--- config.mk ---
export PLATFORM = sky130hd
export DESIGN_NAME = stepper_phase_sequencer_core
export DESIGN_NICKNAME = d
export VERILOG_FILES = /design/src/hdl/sps_pkg.sv /design/src/hdl/sps_apb_regs.sv /design/src/hdl/sps_period_calc.sv /design/src/hdl/stepper_phase_sequencer_core.sv
export SDC_FILE = /design/constraint.sdc
export NUM_CORES = 1
export LEC_CHECK = 0
export BUFFER_PORTS_ARGS = -buffer_cell sky130_fd_sc_hd__buf_2
export CAP_MARGIN = 20
export CELL_PAD_IN_SITES_DETAIL_PLACEMENT = 0
export CELL_PAD_IN_SITES_GLOBAL_PLACEMENT = 1
export CORE_ASPECT_RATIO = 1.4
export CORE_UTILIZATION = 45
export DETAILED_ROUTE_END_ITERATION = 12
export PLACE_DENSITY_LB_ADDON = 0.1
export SYNTH_ARGS = -nofsm -noshare
export SYNTH_HDL_FRONTEND = slang
export SYNTH_SLANG_ARGS = --single-unit
--- constraint.sdc ---
create_clock -name clk -period 8.5 [get_ports clk]
set_input_delay 0.85 -clock clk [delete_from_list [all_inputs] [get_ports clk]]
set_output_delay 0.85 -clock clk [all_outputs]
set_load 0.1 [all_outputs]
--- src/hdl/sps_pkg.sv ---
// Shared types, constants and the coil pattern table for the stepper phase sequencer.
package sps_pkg;

    localparam int PERIOD_W = 19;
    localparam int STEPS_W  = 13;
    localparam int CMD_W    = 3;
    localparam int PAT_W    = 3;
    localparam int PHASE_W  = 3;
    localparam int COILS_W  = 4;
    localparam int PADDR_W  = 4;
    localparam int PDATA_W  = 32;
    localparam int REG_IDX_W = 2;

    localparam logic [PERIOD_W-1:0] MIN_PERIOD_RST = 19'd300;
    localparam logic [PERIOD_W-1:0] MAX_PERIOD_RST = 19'd500000;
    localparam logic [STEPS_W-1:0]  COUNTDOWN_RST  = 13'd4075;

    // floor(p*5/6) = (p * FAST_MUL) >> MUL_SHIFT, floor(p*6/5) = (p * SLOW_MUL) >> MUL_SHIFT
    localparam int MUL_SHIFT = 25;
    localparam int FAST_MUL_W = 25;
    localparam int SLOW_MUL_W = 26;
    localparam logic [FAST_MUL_W-1:0] FAST_MUL = 25'd27962030;
    localparam logic [SLOW_MUL_W-1:0] SLOW_MUL = 26'd40265322;

    localparam logic [CMD_W-1:0] CMD_TICK    = 3'd0;
    localparam logic [CMD_W-1:0] CMD_SELECT  = 3'd1;
    localparam logic [CMD_W-1:0] CMD_FASTER  = 3'd2;
    localparam logic [CMD_W-1:0] CMD_SLOWER  = 3'd3;
    localparam logic [CMD_W-1:0] CMD_REVERSE = 3'd4;
    localparam logic [CMD_W-1:0] CMD_ARM     = 3'd5;
    localparam logic [CMD_W-1:0] CMD_STOP    = 3'd6;

    localparam logic [PAT_W-1:0] PAT_OFF  = 3'd0;
    localparam logic [PAT_W-1:0] PAT_FULL = 3'd1;
    localparam logic [PAT_W-1:0] PAT_HALF = 3'd2;
    localparam logic [PAT_W-1:0] PAT_WAVE = 3'd3;
    localparam logic [PAT_W-1:0] PAT_GAP  = 3'd4;

    localparam logic [REG_IDX_W-1:0] REG_MIN_PERIOD = 2'd0;
    localparam logic [REG_IDX_W-1:0] REG_MAX_PERIOD = 2'd1;
    localparam logic [REG_IDX_W-1:0] REG_COUNTDOWN  = 2'd2;

    typedef struct packed {
        logic [CMD_W-1:0] cmd;
        logic [PAT_W-1:0] pattern_select;
    } cmd_beat_t;

    typedef struct packed {
        logic [COILS_W-1:0]  coils;
        logic                stepped;
        logic [PERIOD_W-1:0] period_now;
    } res_beat_t;

    typedef struct packed {
        logic [PERIOD_W-1:0] min_period;
        logic [PERIOD_W-1:0] max_period;
        logic [STEPS_W-1:0]  countdown_steps;
    } cfg_t;

    typedef logic [COILS_W-1:0] coil_row_t [8];

    localparam coil_row_t FULL_ROW = '{4'h3, 4'h3, 4'h6, 4'h6, 4'hC, 4'hC, 4'h9, 4'h9};
    localparam coil_row_t HALF_ROW = '{4'h1, 4'h3, 4'h2, 4'h6, 4'h4, 4'hC, 4'h8, 4'h9};
    localparam coil_row_t WAVE_ROW = '{4'h1, 4'h1, 4'h2, 4'h2, 4'h4, 4'h4, 4'h8, 4'h8};
    localparam coil_row_t GAP_ROW  = '{4'h1, 4'h0, 4'h2, 4'h0, 4'h4, 4'h0, 4'h8, 4'h0};

    function automatic logic [COILS_W-1:0] coil_pick(
        input logic [PAT_W-1:0]   pat,
        input logic [PHASE_W-1:0] ph
    );
        logic [COILS_W-1:0] levels;
        case (pat)
            PAT_FULL: levels = FULL_ROW[ph];
            PAT_HALF: levels = HALF_ROW[ph];
            PAT_WAVE: levels = WAVE_ROW[ph];
            PAT_GAP:  levels = GAP_ROW[ph];
            default:  levels = '0;
        endcase
        return levels;
    endfunction

endpackage

--- src/hdl/sps_apb_regs.sv ---
// APB configuration registers: period limits and countdown length.
module sps_apb_regs (
    input  logic                         clk,
    input  logic                         rst_n,
    input  logic                         psel,
    input  logic                         penable,
    input  logic                         pwrite,
    input  logic [sps_pkg::PADDR_W-1:0]  paddr,
    input  logic [sps_pkg::PDATA_W-1:0]  pwdata,
    output logic [sps_pkg::PDATA_W-1:0]  prdata,
    output logic                         pready,
    output sps_pkg::cfg_t                cfg
);
    import sps_pkg::*;

    cfg_t                 cfg_reg;
    cfg_t                 cfg_next;
    logic                 wr_en;
    logic [REG_IDX_W-1:0] reg_idx;

    assign pready  = 1'b1;
    assign reg_idx = paddr[PADDR_W-1:2];
    assign wr_en   = psel && penable && pwrite && pready;

    always_comb
    begin
        cfg_next = cfg_reg;
        if (wr_en)
        begin
            unique case (reg_idx)
                REG_MIN_PERIOD: cfg_next.min_period      = pwdata[PERIOD_W-1:0];
                REG_MAX_PERIOD: cfg_next.max_period      = pwdata[PERIOD_W-1:0];
                REG_COUNTDOWN:  cfg_next.countdown_steps = pwdata[STEPS_W-1:0];
                default:        cfg_next = cfg_reg;
            endcase
        end
    end

    always_comb
    begin
        unique case (reg_idx)
            REG_MIN_PERIOD: prdata = PDATA_W'(cfg_reg.min_period);
            REG_MAX_PERIOD: prdata = PDATA_W'(cfg_reg.max_period);
            REG_COUNTDOWN:  prdata = PDATA_W'(cfg_reg.countdown_steps);
            default:        prdata = '0;
        endcase
    end

    always_ff @(posedge clk or negedge rst_n)
    begin
        if (!rst_n)
        begin
            cfg_reg.min_period      <= MIN_PERIOD_RST;
            cfg_reg.max_period      <= MAX_PERIOD_RST;
            cfg_reg.countdown_steps <= COUNTDOWN_RST;
        end
        else
        begin
            cfg_reg <= cfg_next;
        end
    end

    assign cfg = cfg_reg;

endmodule

--- src/hdl/sps_period_calc.sv ---
// Period scaling by 5/6 and 6/5 through reciprocal multiplies, clamped to the limits.
module sps_period_calc (
    input  logic [sps_pkg::PERIOD_W-1:0] period,
    input  sps_pkg::cfg_t                cfg,
    output logic [sps_pkg::PERIOD_W-1:0] faster_period,
    output logic [sps_pkg::PERIOD_W-1:0] slower_period
);
    import sps_pkg::*;

    localparam int FAST_PROD_W = PERIOD_W + FAST_MUL_W;
    localparam int SLOW_PROD_W = PERIOD_W + SLOW_MUL_W;

    logic [FAST_PROD_W-1:0] fast_prod;
    logic [SLOW_PROD_W-1:0] slow_prod;
    logic [PERIOD_W-1:0]    fast_quot;
    logic [PERIOD_W:0]      slow_quot;

    assign fast_prod = FAST_PROD_W'(period) * FAST_PROD_W'(FAST_MUL);
    assign slow_prod = SLOW_PROD_W'(period) * SLOW_PROD_W'(SLOW_MUL);
    assign fast_quot = fast_prod[MUL_SHIFT +: PERIOD_W];
    assign slow_quot = slow_prod[MUL_SHIFT +: PERIOD_W+1];

    assign faster_period = (fast_quot < cfg.min_period) ? cfg.min_period : fast_quot;
    assign slower_period = (slow_quot > {1'b0, cfg.max_period}) ? cfg.max_period
                                                                : slow_quot[PERIOD_W-1:0];

endmodule

--- src/hdl/stepper_phase_sequencer_core.sv ---
// Top level of the stepper phase sequencer: beat registers, sequencing state and result.
//
// Each beat on the command channel is a microsecond tick or a command; each yields exactly one
// result beat carrying the coil levels, a stepped flag and the current step period. A command
// beat is captured in an input register, evaluated against the sequencing state, and its result
// lands in an output register. One beat is accepted every cycle as long as the result side keeps
// up; a stalled result holds the input register, which then stalls the command side. Throughput
// is set by the single state-update stage, whose longest path is the period scaling multiply and
// clamp. Configuration writes go through the APB port; the user must make them only while no beat
// is in flight, as the block itself does not enforce this.
module stepper_phase_sequencer_core (
    input  logic                         clk,
    input  logic                         rst_n,
    input  logic                         psel,
    input  logic                         penable,
    input  logic                         pwrite,
    input  logic [sps_pkg::PADDR_W-1:0]  paddr,
    input  logic [sps_pkg::PDATA_W-1:0]  pwdata,
    output logic [sps_pkg::PDATA_W-1:0]  prdata,
    output logic                         pready,
    input  logic                         cmd_valid,
    output logic                         cmd_stall,
    input  sps_pkg::cmd_beat_t           cmd_beat,
    output logic                         res_valid,
    input  logic                         res_stall,
    output sps_pkg::res_beat_t           res_beat
);
    import sps_pkg::*;

    cfg_t                cfg;
    logic [PERIOD_W-1:0] faster_period;
    logic [PERIOD_W-1:0] slower_period;

    logic                cmd_full_reg;
    logic                cmd_full_next;
    cmd_beat_t           cmd_hold_reg;
    logic                res_valid_reg;
    logic                res_valid_next;
    res_beat_t           res_beat_reg;
    res_beat_t           res_beat_next;

    logic [COILS_W-1:0]  coil_levels_reg, coil_levels_next;
    logic [PHASE_W-1:0]  phase_reg, phase_next;
    logic [PAT_W-1:0]    pattern_reg, pattern_next;
    logic                going_forward_reg, going_forward_next;
    logic [PERIOD_W-1:0] step_period_reg, step_period_next;
    logic [STEPS_W-1:0]  steps_left_reg, steps_left_next;
    logic [PERIOD_W-1:0] tick_count_reg, tick_count_next;

    logic                advance;
    logic                take;
    logic [PERIOD_W-1:0] tick_inc;
    logic                step_now;
    logic [STEPS_W-1:0]  steps_dec;

    sps_apb_regs u_regs (
        .clk     (clk),
        .rst_n   (rst_n),
        .psel    (psel),
        .penable (penable),
        .pwrite  (pwrite),
        .paddr   (paddr),
        .pwdata  (pwdata),
        .prdata  (prdata),
        .pready  (pready),
        .cfg     (cfg)
    );

    sps_period_calc u_period (
        .period        (step_period_reg),
        .cfg           (cfg),
        .faster_period (faster_period),
        .slower_period (slower_period)
    );

    assign advance   = cmd_full_reg && (!res_valid_reg || !res_stall);
    assign cmd_stall = cmd_full_reg && !advance;
    assign take      = cmd_valid && !cmd_stall;

    assign cmd_full_next  = take || (cmd_full_reg && !advance);
    assign res_valid_next = advance || (res_valid_reg && res_stall);

    assign tick_inc  = tick_count_reg + 1'b1;
    assign step_now  = (cmd_hold_reg.cmd == CMD_TICK) && (tick_inc >= step_period_reg);
    assign steps_dec = steps_left_reg - 1'b1;

    always_comb
    begin
        coil_levels_next   = coil_levels_reg;
        phase_next         = phase_reg;
        pattern_next       = pattern_reg;
        going_forward_next = going_forward_reg;
        step_period_next   = step_period_reg;
        steps_left_next    = steps_left_reg;
        tick_count_next    = '0;

        case (cmd_hold_reg.cmd)
            CMD_TICK:
            begin
                if (step_now)
                begin
                    coil_levels_next = coil_pick(pattern_reg, phase_reg);
                    phase_next = going_forward_reg ? phase_reg + 1'b1 : phase_reg - 1'b1;
                    if (steps_left_reg != '0)
                    begin
                        steps_left_next = steps_dec;
                        if (steps_dec == '0)
                        begin
                            pattern_next = PAT_OFF;
                        end
                    end
                end
                else
                begin
                    tick_count_next = tick_inc;
                end
            end
            CMD_SELECT:
            begin
                if (cmd_hold_reg.pattern_select >= PAT_FULL &&
                    cmd_hold_reg.pattern_select <= PAT_GAP)
                begin
                    pattern_next = cmd_hold_reg.pattern_select;
                end
            end
            CMD_FASTER:  step_period_next   = faster_period;
            CMD_SLOWER:  step_period_next   = slower_period;
            CMD_REVERSE: going_forward_next = !going_forward_reg;
            CMD_ARM:     steps_left_next    = cfg.countdown_steps;
            CMD_STOP:    pattern_next       = PAT_OFF;
            default:     pattern_next       = pattern_reg;
        endcase

        res_beat_next.coils      = coil_levels_next;
        res_beat_next.stepped    = step_now;
        res_beat_next.period_now = step_period_next;
    end

    always_ff @(posedge clk or negedge rst_n)
    begin
        if (!rst_n)
        begin
            cmd_full_reg      <= 1'b0;
            res_valid_reg     <= 1'b0;
            coil_levels_reg   <= '0;
            phase_reg         <= '0;
            pattern_reg       <= PAT_OFF;
            going_forward_reg <= 1'b1;
            step_period_reg   <= MAX_PERIOD_RST;
            steps_left_reg    <= '0;
            tick_count_reg    <= '0;
        end
        else
        begin
            cmd_full_reg  <= cmd_full_next;
            res_valid_reg <= res_valid_next;
            if (advance)
            begin
                coil_levels_reg   <= coil_levels_next;
                phase_reg         <= phase_next;
                pattern_reg       <= pattern_next;
                going_forward_reg <= going_forward_next;
                step_period_reg   <= step_period_next;
                steps_left_reg    <= steps_left_next;
                tick_count_reg    <= tick_count_next;
            end
        end
    end

    always_ff @(posedge clk)
    begin
        if (take)
        begin
            cmd_hold_reg <= cmd_beat;
        end
        if (advance)
        begin
            res_beat_reg <= res_beat_next;
        end
    end

    assign res_valid = res_valid_reg;
    assign res_beat  = res_beat_reg;

    a_stall_only_when_full: assert property (
        @(posedge clk) disable iff (!rst_n)
        cmd_stall |-> cmd_full_reg && res_valid_reg && res_stall
    ) else $error("command side stalled without a held beat blocked downstream");

    a_step_clears_ticks: assert property (
        @(posedge clk) disable iff (!rst_n)
        res_valid_reg && res_beat_reg.stepped |-> tick_count_reg == '0
    ) else $error("stepped result left a nonzero tick count");

    a_period_matches: assert property (
        @(posedge clk) disable iff (!rst_n)
        res_valid_reg |-> res_beat_reg.period_now == step_period_reg
    ) else $error("reported period differs from step period");

    a_coils_match: assert property (
        @(posedge clk) disable iff (!rst_n)
        res_valid_reg |-> res_beat_reg.coils == coil_levels_reg
    ) else $error("reported coils differ from coil state");

    a_pattern_range: assert property (
        @(posedge clk) disable iff (!rst_n)
        pattern_reg <= PAT_GAP
    ) else $error("pattern out of range");

endmodule

# Word-level counts from Yosys, hierarchy flattened
# Memory sizes are Yosys's and may differ from the RTL's.
# Cells that the tools add are included.
# totals
register_bits	145
word_cells	105
mem_count	4
output_inout_bits	59
input_bits	49
rom_bits	128
# mem_list
memory	words	word_bits	read_ports	rd_ports_with_merged_regs	wr	line_no	rtl
(name not given)	8	4	1	0	0	sps_pkg.sv:76	PAT_GAP: levels = GAP_ROW[ph];
(name not given)	8	4	1	0	0	sps_pkg.sv:75	PAT_WAVE: levels = WAVE_ROW[ph];
(name not given)	8	4	1	0	0	sps_pkg.sv:74	PAT_HALF: levels = HALF_ROW[ph];
(name not given)	8	4	1	0	0	sps_pkg.sv:73	PAT_FULL: levels = FULL_ROW[ph];
# op_classes
addsub	4
eq_ne	16
n_mux	26
bitwise	1
reduce_logical	29
order_cmp	6
n_mul	2
# op_table
cell	n
2-to-1 mux 19 bit	4
one-hot mux 19 bit (3 select lines)	1
multiplier 19 x 25 -> 44 bit, second input constant	1
multiplier 19 x 24 -> 43 bit, second input constant	1
2-to-1 mux 4 bit	10
one-hot mux 19 bit (2 select lines)	1
2-to-1 mux 13 bit	2
one-hot mux 13 bit (2 select lines)	1
greater-than comparator 20 x 19 -> 1 bit	1
adder 19 x 1 -> 19 bit, second input constant	1
greater-or-equal comparator 19 bit	1
< comparator 19 bit	1
one-hot mux 4 bit (4 select lines)	1
2-to-1 mux 3 bit	5
logical NOT 13 bit	1
nonzero test 13 bit	1
subtractor 13 x 1 -> 13 bit, second input constant	1
== test 3 x 2 -> 1 bit, second input constant	4
== test 3 bit, second input constant	4
one-hot mux 3 bit (3 select lines)	1
logical AND 1 bit	8
AND reduction 2 bit	4
== test 3 x 1 -> 1 bit, second input constant	2
AND reduction 6 bit	1
18 further kinds	26

# Depth between registers and ports, before layout
# Gate-level depths: netlist (run 1).
# depth
word_depth	8
mapped_depth	35
ltp_nobuf	32

# Hierarchy
# Synthesis (run 1) repeated with hierarchy kept, for this count alone.
# unflattened
hier_cells	2154
hier_area_um2	21282.9
# by_module_without_submodules
mod	seq_area_each_um2	cells_each	area_per_inst_um2	instances
sps_period_calc	0.0	1406	13425.4	1
stepper_phase_sequencer_core	2512.4	565	5445.2	1
sps_apb_regs	1302.5	183	2412.3	1

# Worst setup path before layout (run 1)
# No wires, ideal clock.
# synth_timing
path_type	register -> register
startpoint	reg step_period_reg[18]
endpoint	reg res_beat_reg (netlist bit res_beat[16]) (data pin)
path_stages_with_launch	31
path_buffers	1
setup_slack_ns	0.429
arrival_time_ns	7.810
setup_time_ns	0.261
t_required_ns	8.239
path_cell_list	dfstp_2 -> ha_1 -> inv_1 -> fa_1 -> inv_1 -> fa_1 -> inv_1 -> fa_1 -> inv_1 -> fa_1 -> inv_1 -> fa_1 -> inv_1 -> ha_1 -> inv_1 -> or4_4 -> nor3_2 -> a211oi_4 -> a21oi_4 -> o21ai_2 -> a311o_1 -> ha_1 -> o21ai_0 -> a21oi_1 -> a221oi_1 -> o31a_1 -> nand4b_1 -> o21a_1 -> buf_6 -> mux2_4 -> a221o_1
# synth_via
elab_chain_cells	4
word_cells_on_any_way	7
cone_classes	mul: 2; order compare: 2; mux: 3
# synth_lines
item	line_no	rtl
start, declared	stepper_phase_sequencer_core.sv:46	logic [PERIOD_W-1:0] step_period_reg, step_period_next;
start signal, assigned	stepper_phase_sequencer_core.sv:163	step_period_reg <= step_period_next;
multiplier 19 x 25 -> 44 bit or multiplier 19 x 24 -> 43 bit (tied branches)	sps_period_calc.sv:19, sps_period_calc.sv:18	
greater-than comparator 20 x 19 -> 1 bit or < comparator 19 bit (tied branches)	sps_period_calc.sv:24, sps_period_calc.sv:23	
2-to-1 mux 19 bit (on tied branches)	sps_period_calc.sv:24, sps_period_calc.sv:23	
one-hot mux 19 bit (2 select lines) *	stepper_phase_sequencer_core.sv:97	case (cmd_hold_reg.cmd)
net step_period_next[16]	stepper_phase_sequencer_core.sv:46	
end signal, assigned	stepper_phase_sequencer_core.sv:178	res_beat_reg <= res_beat_next;
end, declared	stepper_phase_sequencer_core.sv:39	res_beat_t res_beat_reg;
# Mark *: on every way through the listed nets, which the timed path passes. The rest lies on a longest branch.
# A chain may end at the register's enable or synchronous reset.

# Final worst setup path (run 1)
# layout_timing
startpoint	reg step_period_reg[18]
endpoint	reg res_beat_reg (netlist bit res_beat[3]) (data pin)
# Same word-level chain as after synthesis.

==> impl.org, run 1 <==
** Outcome
- The flow ran to the end, and the final reports show no timing, DRC or antenna violations.

** Clocking
- Clock input transition at the sequential cells of the worst setup and hold paths :: 70 ps
- Total clock sinks :: 145
- The longest clock path from root to sink contains 2 buffers.
- CTS H-tree lvls :: 4
- Number of buffers created by CTS :: 17
- Clock latency at the later pin of the worst-skew pair :: ~450 ps
- TritonCTS built the clock tree.
- Clock tree root driver cell :: clkbuf_16

** Flow run
- Max cap viols :: 0

** GRT
- Overall fraction of global-route tracks in use :: 0.279
- Entering global routing, the biggest net connects between 60 and 70 pins.
- Global-route wire length before repair :: 105000 um
- Summed over all layers, the global routing overflow is 0.
- Number of global-route vias before repair :: 18700
- Number of antenna violations at the first check in global routing :: 0

** Critical path
- Data required, critical path :: ~8700 ps
- Startpoint kind of the worst setup timing path :: flip-flop
- Startpoint-to-endpoint class of the critical path :: flip-flop to flip-flop
- The worst setup path is captured at a flip-flop.
- Master of the slowest instance on the critical path :: dfstp_2
- Endpoint arrival time on the critical path :: 8470 ps
- Number of buffers and inverters on the critical path :: 7
- The largest single stage delay on the critical path is around 600 ps.
- Critical-path maximum fanout :: 5
- In this design, the largest share of critical-path delay is due to adder cells.

** Detailed routing
- DRT Wirelength :: roughly 67000 um
- Post-DR vias/cell :: 5.34
- Vias after detailed routing :: between 15000 and 20000
- Before antenna repair, the detailed router went through 5 iterations.
- The count of nets left with antenna violations once routing finished came out at 0.
- Average routed wire per standard cell :: 20.5 um
- In this run, the number of DRC markers left after iteration 0 of detailed routing was ~800.
- In the routed design, unresolved DRC markers number 0.

** Layout
- The register with the most flip-flops in the layout has around 50 of them.
- Diodes inserted :: 0
- With fillers left out, the area of the finished cells amounts to about 26000 um2.
- Layout cells sized above 1 :: 0.235
- In the final design database the tool counted 3279 nets.
- The area growth from synthesis to layout is 20.2%.

** Floorplan
- The floorplan step set the die height to 263 um.
- For this configuration, the core starts out at a cell density of 0.455.
- Top Ports :: 108
- The die covers 49500 um2.
- Die width :: 188 um
- The initialized floorplan defines 95 standard-cell rows.
- The core region is around 48000 um2.

** Synth
- After synthesis, the share of flip-flops with an asynchronous set or reset is 0.793.
- The synthesized design contains about 150 register bits.
- The Yosys step of the flow raised 0 warnings.
- The share of the Yosys chip area taken by registers is 0.175.
- Dividing the synthesized area by the synthesized cell count gives 9.52 um2.
- Counting distinct cell types in the post-synthesis netlist gives 91.
- After synthesis the cells add up to 21900 um2.
- Synthesized instance count :: 2297
- Among all flip-flop cells after synthesis, the most frequent one is dfrtp_1.
- Yosys mapped a number of flops with a built-in enable equal to 30.

** Timing
- Minimum setup slack in the final design :: 184 ps
- The final-report hold violation count was 0.
- The number of slew-limit violations in the final report is 0.
- In the finished design, the share of the clock period the worst path needs comes to 0.978.
- RSZ-0062 raised after global routing :: true
- Between clock sinks in the finished design, the worst skew comes to 12.8 ps.
- For the finished layout, the period the worst path requires is 8320 ps.
- Worst-margin pin slew :: approximately 960 ps
- Derived from the worst setup path, the maximum achievable clock frequency is between 100 and 150 MHz.
- The worst pin sits at a relative slew slack of 0.359.
- Setup violations remaining at the end of the flow were counted as 0.

** Placement
- Post-Place Setup Slack :: -193 ps
- Routability cong. :: 0.929
- The count of buffers added on input and output ports is 78.
- Area post-placement :: 24700 um2
- Placed wire-length estimate after detailed placement :: about 58000 um

** Min path
- Worst min path class :: input pin to async pin
-- synthesized netlist by cell type, types with 5 or more instances --
cell,n,area (um2)
o21ai_1,19,95.1
a22o_1,6,52.6
o21a_1,14,105
dfstp_2,29,762
a31oi_1,21,131
buf_4,14,105
nand3_1,34,170
and2_1,5,31.3
a21o_1,24,180
a211oi_1,12,90.1
a21oi_2,5,43.8
o31ai_1,6,45.0
mux2i_1,34,340
or3_1,6,37.5
xnor2_1,33,289
buf_2,8,40.0
nor3b_1,6,45.0
nand2_1,143,537
a21oi_1,96,480
nor3_1,25,125
ha_1,338,4230
fa_1,266,5330
o21ai_0,121,606
a311oi_1,5,43.8
o221ai_1,6,52.6
and3_1,19,119
or2_2,8,50.1
nor2b_1,7,43.8
a32o_1,10,100
nand4_1,25,156
nor2_1,80,300
mux2_2,48,541
edfxtp_1,30,901
o211ai_1,22,165
xor2_1,28,245
and4_1,5,43.8
nor4_1,11,68.8
dfrtp_1,86,2150
inv_1,487,1830
clkbuf_1,42,158
nand2b_1,15,93.8
o22ai_1,7,43.8
-- placed cells by master, fill, tap and decap left out, types with 8 or more instances in the layout --
cell type / n
nor2_1: 78
a32o_1: 10
nor4_1: 8
inv_1: 474
o21ai_1: 23
xnor2_2: 11
o21a_1: 13
ha_4: 14
mux2_2: 48
a21oi_2: 17
clkbuf_16: 18
nand2_1: 140
nand3_1: 32
conb_1: 14
nand4_1: 25
a21oi_1: 82
nor3_1: 22
inv_2: 14
dfrtp_1: 84
xnor2_1: 23
buf_2: 77
nand2b_1: 15
a21o_1: 24
edfxtp_1: 30
xor2_1: 25
and3_1: 18
o21ai_0: 115
mux2i_1: 34
buf_4: 278
buf_6: 8
ha_1: 322
dfstp_2: 29
fa_1: 260
a31oi_1: 19
o211ai_1: 22
-- metal layers --
metal	vias up	track usage	wire length, um
met2	323	0.520	36100
met4	0	0.109	2680
met1	8696	0.333	26800
li1	8344	-	-
met5	-	0	0
met3	107	0.0166	1460
-- layout make-up --
type | instances | area (um2)
Clock buffer | 17 | 425
Clock inverter | 15 | 189
Fill cell | 4456 | 21700
Inverter | 488 | 1830
Multi-Input combinational cell | 1607 | 16600
Sequential cell | 145 | 3820
Tap cell | 630 | 788
Timing Repair Buffer | 367 | 2640
-- path summary, 6_finish.rpt --
kind,endpoint,slack [ps],start,cells past startpoint
hold reg to reg,coil_levels_reg[1]$_DFFE_PN0P_,490,coil_levels_reg[1]$_DFFE_PN0P_,2
max in group asynchronous,u_regs.cfg[49]$_DFFE_PN0P_,6700,rst_n,2
setup / recovery,res_beat[3]$_DFFE_PP_,180,step_period_reg[18]$_DFFE_PN1P_,32
setup reg to reg,res_beat[3]$_DFFE_PP_,180,step_period_reg[18]$_DFFE_PN1P_,32
min in group clk,coil_levels_reg[1]$_DFFE_PN0P_,490,coil_levels_reg[1]$_DFFE_PN0P_,2
hold / removal,coil_levels_reg[3]$_DFFE_PN0P_,440,rst_n,1
-- worst register-to-register path, delay by kind of cell, from the launching register on --
kind                     cells  cell delay, ps
flip-flops                   1             600
buffers and inverters        7             640
adder cells (fa/ha/maj)      8            3530
AO/OA/AOI/OAI               11            1870
AND/OR/NAND/NOR              6            1410
-- timing repair --
item                       CTS  global route
buffers inserted            12            15
pin swaps                   18            76
cloned                       0             1
gates resized for setup     23           118
setup endpoints to repair   32            38
hold buffers                 0             0
-- per-stage QoR --
stage,setup TNS [ps],std cells,utilization,hold slack (ps)
floorplan,0,2309,-,450
detailed placement,-2940,3210,0.515,475
CTS,0,3254,0.532,465
global route,-490,3269,0.547,487
global placement,-2380,3210,0.515,462
finish,0,3269,0.547,441
-- kinds of logic after synthesis --
group                    Yosys count  share of synthesized area
AO/OA/AOI/OAI                    431                      0.128
buffers and inverters            557                     0.0995
AND/OR/NAND/NOR                  409                     0.0921
multiplexers                      87                     0.0432
other                              2                   0.000344
adder cells (fa/ha/maj)          604                      0.437
XOR/XNOR                          62                     0.0252
flip-flops                       145                      0.175
Power of run 1 is not shown: default switching activity piles up to over one toggle a cycle in this logic, so the estimate is an artifact.
==> inputs of run 2 (changes only) <==
- ABC_AREA: not set -> 1
- CAP_MARGIN: 20 -> 30
- CORE_UTILIZATION: 45 -> 44
- CTS_BUF_LIST: not set -> sky130_fd_sc_hd__clkbuf_8 sky130_fd_sc_hd__clkbuf_16
==> run 2 against run 1 <==
Count of clock-buffer cells in the layout is 3 higher. Sequential share of layout area up 0.19 points. Critical path depth stayed put. Via count up 12%. Highest routed layer unchanged. Largest cell class unchanged. Critical path type unchanged. Critical endpoint is now res_beat[0]$_DFFE_PP_. Hold slack better by 28 ps. Clock skew grew 5.7 ps. Synthesized cell count up 29%.
==> impl.org, run 2 <==
** Outcome
- Result of the run :: finished clean

** Layout
- Commonest non-fill, non-tap cells in the layout :: 737 x inv_1, 567 x nand2_1, 338 x ha_1
- Leading cell type in the layout, fill and taps excluded :: inv_1
- Layout cells sized above 1 :: 0.105
- Number of flip-flops in the largest register :: 51
- From synthesis to final layout, the design area changed by 9.98%.
- At the end of the flow, the number of nets in the layout was roughly 3800.

** Floorplan
- Placeable core area :: 53100 um2
- The initial utilization of the core area, before any placement, comes to 0.444.
- The initialized floorplan defines 100 standard-cell rows.
- DIE AREA :: approximately 55000 um2
- DIE HEIGHT :: 276 um
- In this run the count of I/O pins placed on the die edge is 108.
- Die width :: 198 um

** Detailed routing
- Antenna violation net count after detailed routing :: 0
- Dividing the detail-routed via count by the number of cells gives approximately 5.1.
- After detailed routing, the number of remaining DRC violations is 0.
- The first TritonRoute pass finished after 5 iterations.
- Vias after detailed routing :: a little under 20000
- Average routed wire per standard cell :: 20.7 um
- Initial drt markers :: 1137
- Summed over all layers, the routed wires come to 79500 um.

** Clocking
- In this run the clock root is driven by a clkbuf_16.
- TritonCTS clock tree :: yes
- Buffers inserted to repair hold after CTS numbered 0.
- No sink is reached through more buffers than the 2 on the longest clock path.
- Clock latency at the later pin of the worst-skew pair :: ~440 ps
- Number of buffers created by CTS :: 17
- Once the clock tree was built, the resizer swapped 0 gates to a different size.
- Postcts setup bufs :: 0
- Clock input transition at the sequential cells of the worst setup and hold paths :: 70 ps
- CTS H-tree lvls :: 4
- CTS saw 145 sinks.

** GRT
- The via count of the first global-routing pass is 20700.
- After global routing the overflow that remains totals 0.
- Number of antenna violations at the first check in global routing :: 0
- Overall fraction of global-route tracks in use :: 0.304
- Global-route wire length before repair :: 122000 um
- Pin count of the biggest net entering global routing :: ~60

** Placement
- Routability-driven placement finished with a final weighted congestion of ~0.99.
- The HPWL after detailed placement is 70300 um.
- Port bufs :: 78
- Prior to clock tree synthesis, the placed netlist has a worst setup slack of approximately 320 ps.

** Synth
- Post-synth top flop :: dfrtp_1
- Count leader, synth :: inv_1
- Avg Cell Area, Syn :: 7.94 um2
- Synthesis warning total :: 0
- The largest total area in the synthesized netlist belongs to fa_1.
- For this run, the register share of the synthesized area comes to 0.162.
- After synthesis the cells add up to 23600 um2.
- Of the post-synthesis cell area, the dominant cell type holds 0.226.
- Counting distinct cell types in the post-synthesis netlist gives 59.
- Number of synthesized register bits :: roughly 150
- Synthesized instance count :: ~3000
- In the synthesized netlist, the cells that appear most often are 737 x inv_1, 567 x nand2_1, 338 x ha_1.
- Of all flip-flops after synthesis, the portion carrying an async set or reset was 0.793.
- Number of enable flip-flop cells after synthesis :: 30
- Most area-consuming cells after synthesis :: fa_1 23%, ha_1 18%, inv_1 12%

** Critical path
- Startpoint of the most critical register-to-register path :: step_period_reg[18]$_DFFE_PN1P_
- The worst setup path is captured at a flip-flop.
- Master of the slowest instance on the critical path :: fa_1
- The endpoint identified for the worst register-to-register timing path is res_beat[0]$_DFFE_PP_.
- Startpoint-to-endpoint class of the critical path :: flip-flop to flip-flop
- By instance count, the cell type seen most on the critical path is inv_1.
- Stage delay of the slowest cell on the critical path :: 720 ps
- Setup slack on the worst reg-to-reg path comes out at 380 ps.
- STA classifies the critical path startpoint as a flip-flop.
- Data arrives at the worst endpoint at 8270 ps.
- Critical-path maximum fanout :: 13
- Length in cells of the worst reg-to-reg path :: 32
- Number of buffers and inverters on the critical path :: 9
- In this design, the largest share of critical-path delay is due to adder cells.
- STA puts the critical path data required time at 8650 ps.

** Flow run
- Max cap viols :: 0

** Timing
- Largest clock skew in the final design :: around 18 ps
- Setup violations remaining at the end of the flow were counted as 0.
- Worst-margin pin slew :: 973 ps
- Clock period minus worst slack :: between 8000 and 9000 ps
- Final sum of negative setup slack :: 0 ps
- Number of pins exceeding their max-slew limit in the final report :: 0
- Setup repair after global routing left no endpoint under its margin.
- The final-report hold violation count came to 0.
- Of the available clock period, the critical path in the final layout requires 0.956.
- Minimum setup slack in the final design :: around 380 ps
- Worst max-slew margin expressed relative to the limit :: 0.351
- Static timing analysis puts the maximum clock frequency at 123 MHz.

** Min path
- The min-delay analysis places its worst path in the category input pin to async pin.
-- run 2: cells by family (layout without fill, tap and decap cells) --
logic type,Yosys count,after routing,share of synthesized area
compound gates,351,351,0.0857
buf+inv,794,946,0.133
fa+ha+maj,604,604,0.405
flops,145,145,0.162
mux,6,6,0.00287
xor+xnor,48,48,0.0178
simple gates,1018,1018,0.193
other cells,2,15,0.000319
-- run 2: stage by stage --
step / area, um2 / std cells / util / hold slack [ps]
after floorplan: 23600 / 2980 / - / 453
after global placement: 25300 / 3813 / 0.476 / 465
after detailed placement: 25300 / 3814 / 0.476 / 472
after CTS: 25900 / 3846 / 0.488 / 489
after global routing: 25900 / 3846 / 0.489 / 503
final: 25900 / 3847 / 0.489 / 469
-- run 2: final cells by class --
type	instances	area, um2
timing repair buffer	170	1100
tap	714	893
clock buffer	20	489
clock inverter	12	133
inverter	744	2800
multi-input combinational	2041	16700
antenna	1	2.50
fill	5423	27100
sequential	145	3810
-- run 2: how the worst max path moves through the flow --
stage / start / to / slack (ps) / cells after the start
5_1_grt: step_period_reg[18]$_DFFE_PN1P_ / res_beat[1]$_DFFE_PP_ / 4 / 41
2_1_floorplan: step_period_reg[17]$_DFFE_PN1P_ / res_beat[10]$_DFFE_PP_ / 1500 / 42
3_5_place_dp: step_period_reg[16]$_DFFE_PN1P_ / res_beat[0]$_DFFE_PP_ / 320 / 32
6_report: step_period_reg[18]$_DFFE_PN1P_ / res_beat[0]$_DFFE_PP_ / 380 / 32
3_3_place_gp: step_period_reg[16]$_DFFE_PN1P_ / res_beat[0]$_DFFE_PP_ / 300 / 32
4_1_cts: step_period_reg[18]$_DFFE_PN1P_ / res_beat[0]$_DFFE_PP_ / 260 / 32
-- run 2: worst reg2reg max path, delay by kind of cell (launching register included) --
family,cells,cell delay [ps]
adders and majority gates,8,3870
and+or+nand+nor,10,1150
buffers and inverters,9,1120
AOI/OAI and AO/OA,4,850
DFF,1,530
xor gates and xnor gates,1,340
-- run 2: metal layers --
metal / up-vias / wire (um) / GRT usage
met1: 9427 / 32300 / 0.363
li1: 9549 / - / -
met4: 0 / 4480 / 0.154
met5: - / 0 / 0
met3: 136 / 2380 / 0.0241
met2: 484 / 40400 / 0.546
Power of run 2 is left out for the same reason.
